`src/spsq_pkg.sv`:
```
// ----------------------------------------------------------------------------
// spsq_pkg
// shared types and codes for the stable sorted priority queue unit
// ----------------------------------------------------------------------------
package spsq_pkg;

   // most results one display request may produce
   localparam int unsigned MAX_RESULTS = 16;

   typedef enum logic {
      REQ_INSERT  = 1'b0,
      REQ_DISPLAY = 1'b1
   } req_code_type;

   typedef enum logic [1:0] {
      ST_INSERTED = 2'd0,
      ST_DROPPED  = 2'd1,
      ST_SHOWN    = 2'd2,
      ST_EMPTY    = 2'd3
   } status_code_type;

   typedef struct packed {
      logic               req_type;
      logic signed [31:0] item_value;
      logic [7:0]         item_rank;
   } req_payload_type;

   typedef struct packed {
      logic signed [31:0] out_value;
      logic [7:0]         out_rank;
      logic [1:0]         status;
      logic               last;
   } rsp_payload_type;

   // per-cycle command broadcast to every cell
   typedef struct packed {
      logic do_insert;
      logic do_rotate;
   } cell_ctrl_type;

endpackage

```
`src/spsq_cell.sv`:
```
// ----------------------------------------------------------------------------
// spsq_cell
// one slot of the sorted chain: holds an entry, shifts right on insert,
// rotates left toward the head on display
// ----------------------------------------------------------------------------
module spsq_cell #(
   parameter int RANK_BITS = 8
) (
   input  logic                      clock,
   input  logic                      reset,
   input  spsq_pkg::cell_ctrl_type   ctrl,
   input  logic signed [31:0]        new_value,
   input  logic [RANK_BITS-1:0]      new_rank,
   input  logic                      left_gt,
   input  logic                      left_used,
   input  logic signed [31:0]        left_value,
   input  logic [RANK_BITS-1:0]      left_rank,
   input  logic                      right_used,
   input  logic signed [31:0]        right_value,
   input  logic [RANK_BITS-1:0]      right_rank,
   input  logic signed [31:0]        head_value,
   input  logic [RANK_BITS-1:0]      head_rank,
   output logic                      gt,
   output logic                      used,
   output logic signed [31:0]        value,
   output logic [RANK_BITS-1:0]      rank
);
   import spsq_pkg::*;

   logic                 used_ff, used_in;
   logic signed [31:0]   value_ff, value_in;
   logic [RANK_BITS-1:0] rank_ff, rank_in;

   // new entry goes at or before this slot
   assign gt = !used_ff || (rank_ff > new_rank);

   always_comb begin
      used_in  = used_ff;
      value_in = value_ff;
      rank_in  = rank_ff;
      if (ctrl.do_insert) begin
         if (left_gt) begin
            used_in  = left_used;
            value_in = left_value;
            rank_in  = left_rank;
         end else if (gt) begin
            used_in  = 1'b1;
            value_in = new_value;
            rank_in  = new_rank;
         end
      end else if (ctrl.do_rotate) begin
         if (right_used) begin
            value_in = right_value;
            rank_in  = right_rank;
         end else if (used_ff) begin
            // tail of the used prefix wraps to the head
            value_in = head_value;
            rank_in  = head_rank;
         end
      end
   end

   always_ff @(posedge clock) begin
      if (reset) begin
         used_ff <= 1'b0;
      end else begin
         used_ff <= used_in;
      end
      value_ff <= value_in;
      rank_ff  <= rank_in;
   end

   assign used  = used_ff;
   assign value = value_ff;
   assign rank  = rank_ff;

endmodule

```
`src/stable_sorted_priority_queue_unit.sv`:
```
// ----------------------------------------------------------------------------
// stable_sorted_priority_queue_unit
// bounded priority queue kept sorted by rank in a chain of cells, equal
// ranks in arrival order; insert and in-order display requests
// ----------------------------------------------------------------------------
//
//   channel   ports                        transfer when
//   -------   --------------------------   ------------------------------
//   request   start, busy, req_data        start high and busy low
//   result    rsp_valid, rsp_data          rsp_valid high (one cycle)
//
// on an insert every cell compares its rank against the new one and shifts
// right in parallel, so inserts can follow back to back and the result
// appears the cycle after the transfer
// a display of n stored entries rotates the chain once per cycle, showing
// the head each time; busy stays high while the chain rotates
// (at most 16 results, rotation always runs the full n to restore order)
// an empty display gives one result and does not raise busy
// reset clears the used bits and the entry count, no clearing pass
// the receiver cannot stall: each result is on the ports for one cycle
//
module stable_sorted_priority_queue_unit #(
   parameter int QUEUE_DEPTH = 16,
   parameter int RANK_BITS   = 8
) (
   input  logic                      clock,
   input  logic                      reset,
   input  logic                      start,
   output logic                      busy,
   input  spsq_pkg::req_payload_type req_data,
   output logic                      rsp_valid,
   output spsq_pkg::rsp_payload_type rsp_data
);
   import spsq_pkg::*;

   localparam int CW = $clog2(QUEUE_DEPTH + 1);

   // chain taps
   logic                 cell_gt    [QUEUE_DEPTH];
   logic                 cell_used  [QUEUE_DEPTH];
   logic signed [31:0]   cell_value [QUEUE_DEPTH];
   logic [RANK_BITS-1:0] cell_rank  [QUEUE_DEPTH];

   cell_ctrl_type        ctrl;
   logic [RANK_BITS-1:0] new_rank;

   // control registers
   logic            busy_ff, busy_in;
   logic [CW-1:0]   count_ff, count_in;
   logic [CW-1:0]   step_ff, step_in;
   logic            rsp_valid_ff, rsp_valid_in;
   rsp_payload_type rsp_data_ff, rsp_data_in;

   logic          accept;
   logic          full;
   logic [CW-1:0] show_lim;

   // only the low RANK_BITS of the request rank take part
   assign new_rank = RANK_BITS'(req_data.item_rank);

   assign accept = start && !busy_ff;
   assign full   = (count_ff == CW'(QUEUE_DEPTH));

   // a display shows at most MAX_RESULTS entries
   always_comb begin
      if (32'(count_ff) > MAX_RESULTS) begin
         show_lim = CW'(MAX_RESULTS);
      end else begin
         show_lim = count_ff;
      end
   end

   always_comb begin
      busy_in      = busy_ff;
      count_in     = count_ff;
      step_in      = step_ff;
      rsp_valid_in = 1'b0;
      rsp_data_in  = '0;
      ctrl         = '0;

      if (busy_ff) begin
         // display in progress: show the head, then rotate the chain
         ctrl.do_rotate = 1'b1;
         step_in        = step_ff + CW'(1);
         if (step_ff < show_lim) begin
            rsp_valid_in          = 1'b1;
            rsp_data_in.out_value = cell_value[0];
            rsp_data_in.out_rank  = 8'(cell_rank[0]);
            rsp_data_in.status    = ST_SHOWN;
            rsp_data_in.last      = (step_ff == show_lim - CW'(1));
         end
         if (step_ff == count_ff - CW'(1)) begin
            busy_in = 1'b0;
         end
      end else if (accept) begin
         unique case (req_code_type'(req_data.req_type))
            REQ_INSERT: begin
               rsp_valid_in     = 1'b1;
               rsp_data_in.last = 1'b1;
               if (full) begin
                  rsp_data_in.status = ST_DROPPED;
               end else begin
                  rsp_data_in.status = ST_INSERTED;
                  ctrl.do_insert     = 1'b1;
                  count_in           = count_ff + CW'(1);
               end
            end
            REQ_DISPLAY: begin
               if (count_ff == '0) begin
                  rsp_valid_in       = 1'b1;
                  rsp_data_in.status = ST_EMPTY;
                  rsp_data_in.last   = 1'b1;
               end else begin
                  busy_in = 1'b1;
                  step_in = '0;
               end
            end
            default: begin
            end
         endcase
      end
   end

   always_ff @(posedge clock) begin
      if (reset) begin
         busy_ff      <= 1'b0;
         count_ff     <= '0;
         step_ff      <= '0;
         rsp_valid_ff <= 1'b0;
      end else begin
         busy_ff      <= busy_in;
         count_ff     <= count_in;
         step_ff      <= step_in;
         rsp_valid_ff <= rsp_valid_in;
      end
      rsp_data_ff <= rsp_data_in;
   end

   // the chain itself
   for (genvar i = 0; i < QUEUE_DEPTH; i++) begin : g_cell
      logic                 l_gt, l_used, r_used;
      logic signed [31:0]   l_value, r_value;
      logic [RANK_BITS-1:0] l_rank, r_rank;

      if (i == 0) begin : g_head
         assign l_gt    = 1'b0;
         assign l_used  = 1'b0;
         assign l_value = '0;
         assign l_rank  = '0;
      end else begin : g_mid
         assign l_gt    = cell_gt[i-1];
         assign l_used  = cell_used[i-1];
         assign l_value = cell_value[i-1];
         assign l_rank  = cell_rank[i-1];
      end

      if (i == QUEUE_DEPTH - 1) begin : g_tail
         assign r_used  = 1'b0;
         assign r_value = '0;
         assign r_rank  = '0;
      end else begin : g_body
         assign r_used  = cell_used[i+1];
         assign r_value = cell_value[i+1];
         assign r_rank  = cell_rank[i+1];
      end

      spsq_cell #(
         .RANK_BITS (RANK_BITS)
      ) u_cell (
         .clock       (clock),
         .reset       (reset),
         .ctrl        (ctrl),
         .new_value   (req_data.item_value),
         .new_rank    (new_rank),
         .left_gt     (l_gt),
         .left_used   (l_used),
         .left_value  (l_value),
         .left_rank   (l_rank),
         .right_used  (r_used),
         .right_value (r_value),
         .right_rank  (r_rank),
         .head_value  (cell_value[0]),
         .head_rank   (cell_rank[0]),
         .gt          (cell_gt[i]),
         .used        (cell_used[i]),
         .value       (cell_value[i]),
         .rank        (cell_rank[i])
      );
   end

   assign busy      = busy_ff;
   assign rsp_valid = rsp_valid_ff;
   assign rsp_data  = rsp_data_ff;

endmodule

```
`config.mk`:
```
export PLATFORM = sky130hd
export DESIGN_NAME = stable_sorted_priority_queue_unit
export DESIGN_NICKNAME = d
export VERILOG_FILES = /design/src/spsq_pkg.sv /design/src/spsq_cell.sv /design/src/stable_sorted_priority_queue_unit.sv
export SDC_FILE = /design/constraint.sdc
export NUM_CORES = 2
export LEC_CHECK = 0
export BUFFER_PORTS_ARGS = -buffer_cell sky130_fd_sc_hd__buf_4
export CAP_MARGIN = 30
export CORE_UTILIZATION = 37
export DETAILED_ROUTE_END_ITERATION = 7
export PLACE_DENSITY = 0.6
export SETUP_SLACK_MARGIN = 0.2
export SYNTH_ARGS = -nofsm -noshare
export SYNTH_HDL_FRONTEND = slang
export SYNTH_SLANG_ARGS = --single-unit
```
`constraint.sdc`:
```
create_clock -name clock -period 9.6 [get_ports clock]
set_input_delay 0.96 -clock clock [delete_from_list [all_inputs] [get_ports clock]]
set_output_delay 0.96 -clock clock [all_outputs]
set_load 0.01 [all_outputs]
```
==> results.md <==
- Hold Crit Class: flip-flop to flip-flop
- Yosys cell types: 54
- Unrepaired setup endpoints after global routing: no
- H-tree depth: 3
- GRT Overall Usage: about 24%
- Grt met1 use: 33.4%
- Global routing usage on met2: between 30% and 40%
- PD cells: approximately 170 mW/mm²
- Initial antenna violation count: 2
- DIE AREA: 0.121 mm²
- Synth warn: 0
- Least-Margin Pin Slew: 1.07 ns
- Synthesized flop and latch total: 711
- Cts hold-fix bufs: 0
- Total power draw: between 8 and 9 mW
- Post-synth top cells: edfxtp_1 (640), mux2i_1 (640), nor3_1 (484)
- Worst r2r path cells: 8
- CTS tree: done
- Synth area leader: edfxtp_1
- Register area share after synthesis: between 40% and 50%
- Clock-pin slew on the worst setup and hold paths: approximately 0.06 ns
- Top cells by area, synth: edfxtp_1 (43%), mux2i_1 (14%), a221oi_2 (13%), nor3_1 (5.5%), ha_1 (3.9%)
- Fin. Hold Viols: 0
- Clk_lat worst skew: 0.68 ns
- Nets@finish: around 3800
- Met3 track utilization from global routing: under 10%
- Fin crit share: about 50%
- Asr flop ratio synth: 0%
- Pins Over Slew Limit: 0
- Hold Path Origin: g_cell[0].u_cell.used
- Core Area: about 0.12 mm²
- Minimum clock period: between 4 and 5 ns
- Drt initial violations: about 3800
- Total CTS buffers: 87
- Sinks on Clock Net: slightly above 700
- Leakage: 15.1 nW
- Logic pwr share: 12.1%
- Antenna-violating nets left: 0
- Clock share of power: approximately two fifths
- Final setup fails: 0
- Worst IR drop on VDD: roughly 0.00013 V
- Cell area after synthesis: roughly 0.044 mm²
- Switching Share: between 20% and 30%
- R2r startpoint: g_cell[9].u_cell.rank[7]
- Worst path required time: approximately 9.9 ns
- Worst-path maximum fanout: between 50 and 60
- Layout cell share with drive strength beyond 1: between 20% and 30%
- Post-CTS sizing: 0
- Gr ovfl total: 0
- Post-DP HPWL: ~89000 µm
- TritonRoute pass-1 iters: 5
- Largest net degree at the start of global routing: 160
- Post-route setup TNS: 0 ns
- Fmax: roughly 0.21 GHz
- Post-Syn Nets: ~4000
- Share of the synthesized area in the top cell type: between 40% and 50%
- Slew Limit Headroom: about 28%
- Outcome: complete, no violations
- Hold slack: roughly 0.53 ns
- Total net switching power: about 2.2 mW
- Vias: between 30000 and 40000
- Internal Power: 5.96 mW
- Max Cap Viol: 0
- Min-Delay Endpoint: g_cell[0].u_cell.used
- CP endpoint kind: flip-flop
- Die Y-Extent: 348 µm
- Root buffer cell: clkbuf_16
- CTS Buffer Depth: 3
- Crit Reg-Reg Endpoint: g_cell[9].u_cell.value[31]
- Syn Area/Cell: ~12 µm²
- Busiest grt layer: met2
- Main synth FF type: edfxtp_1
- Initial Utilization: a little under two fifths
- Clock Skew: 0.0271 ns
- Post-synth EDFFs: 640
- Worst EP arrival: 5.07 ns
- Routed WL per cell: 28.7 µm
- IO Port Bufs: 88
- Worst R2R Setup Slack: 5.30 ns
- Vias in the first global route: about 32000
- Post-CTS Setup Repair Bufs: 0
- Mapped Cells: around 3700
- Vias per inst: 6.35
- First-pass GRT wire length: about 220000 µm
- Die width: 348 µm
- Routed WL: between 150000 and 200000 µm
- I/O pin cnt: approximately 90
- # rows: 126
- Reg power frac: 46.9%
- WHS Path Cells: 2
- Area Growth Syn to Fin: 11.0%
- CP Launch Type: input port
- Gpl congestion: just over 0.9
- Drc violations: 0
- CP Class: input port to flip-flop
how the worst max path moves through the flow:
stage | endpoint | start | slack [ns] | cells past startpoint
after floorplan | g_cell[13].u_cell.rank[0] | req_data[1] | 4.63 | 8
after global placement | g_cell[9].u_cell.value[6] | req_data[5] | 4.31 | 10
after detailed placement | g_cell[9].u_cell.value[6] | req_data[5] | 4.32 | 10
after CTS | g_cell[9].u_cell.value[31] | req_data[5] | 4.99 | 10
after global routing | g_cell[9].u_cell.value[0] | req_data[5] | 4.79 | 10
final | g_cell[9].u_cell.value[31] | req_data[5] | 4.84 | 10
metrics by stage:
stage / worst slack (ns) / util [%] / area, µm² / cells
after floorplan: 4.63 / - / 44300 / 3711
after global placement: 4.31 / 38.8 / 45900 / 5064
after detailed placement: 4.32 / 39.0 / 46200 / 5081
after CTS: 4.99 / 41.4 / 49000 / 5242
after global routing: 4.79 / 41.5 / 49100 / 5247
final: 4.84 / 41.5 / 49100 / 5248
worst max-delay path, cell delays in order:
cell and delay [ns]:
buf_4 0.13, inv_1 0.57, ha_1 0.37, a211oi_1 0.22
nor2_1 0.12, o41ai_4 0.29, buf_4 0.47, buf_4 0.86
a31oi_4 0.48, buf_4 0.48
final cells by class:
cell class | count | area, µm²
antenna | 1 | 2.50
clock buffer | 128 | 2480
clock inverter | 33 | 332
fill | 11100 | 69300
inverter | 41 | 154
multi-input combinational | 2533 | 21700
sequential | 711 | 20700
tap | 1600 | 2000
timing repair buffer | 201 | 1760
metal layers:
metal	routed length, µm	vias to the layer above
met5	0	-
met1	65100	17000
li1	-	14600
met3	10700	257
met2	70200	1497
met4	4640	0
registers in the layout, summed over array words and instances, names as in the netlist:
name / flops
g_cell.u_cell.used: 16
step_ff: 5
rsp_valid: 1
g_cell.u_cell.rank: 128
rsp_data: 43
g_cell.u_cell.value: 512
count_ff: 5
busy: 1
cell usage in the layout (no fill, tap or decap), drive strengths merged, types with 2 or more instances in the layout:
cell and instances:
buf 201, nand2b 6, a22oi 41, a2111oi 2, a41oi 4, nand2 250
o41ai 11, xor2 9, o21bai 7, nand3 17, a21oi 140, o21ai 78
edfxtp 640, clkinv 22, a21o 8, clkinvlp 3, a211oi 14, xnor2 5
nor2 67, a31oi 10, dfxtp 71, and2 40, nor2b 18, bufinv 6
o211ai 8, or3 13, inv 43, or2 2, a311oi 3, nor3 484
a221oi 480, clkbuf 128, ha 138, mux2i 640, o31ai 3, o21a 3
nand4 25
logic make-up after synthesis:
kind of cell,synth area share [%]
fa+ha+maj,3.90
mux,14.5
buf+inv,4.93
simple gates,9.97
xor+xnor,0.277
compound gates,19.8
flops,46.6
power by group through the flow:
stage               sequential (mW)  combinational [mW]  clock [mW]
finish                         3.82               0.987        3.34
global route                   3.84                1.07        3.51
CTS                            3.81               0.974        3.41
detailed placement             3.88               0.972           0
global placement               3.88               0.944           0
floorplan                      3.80               0.716           0
Note: power is estimated with default switching activity, not from simulation.
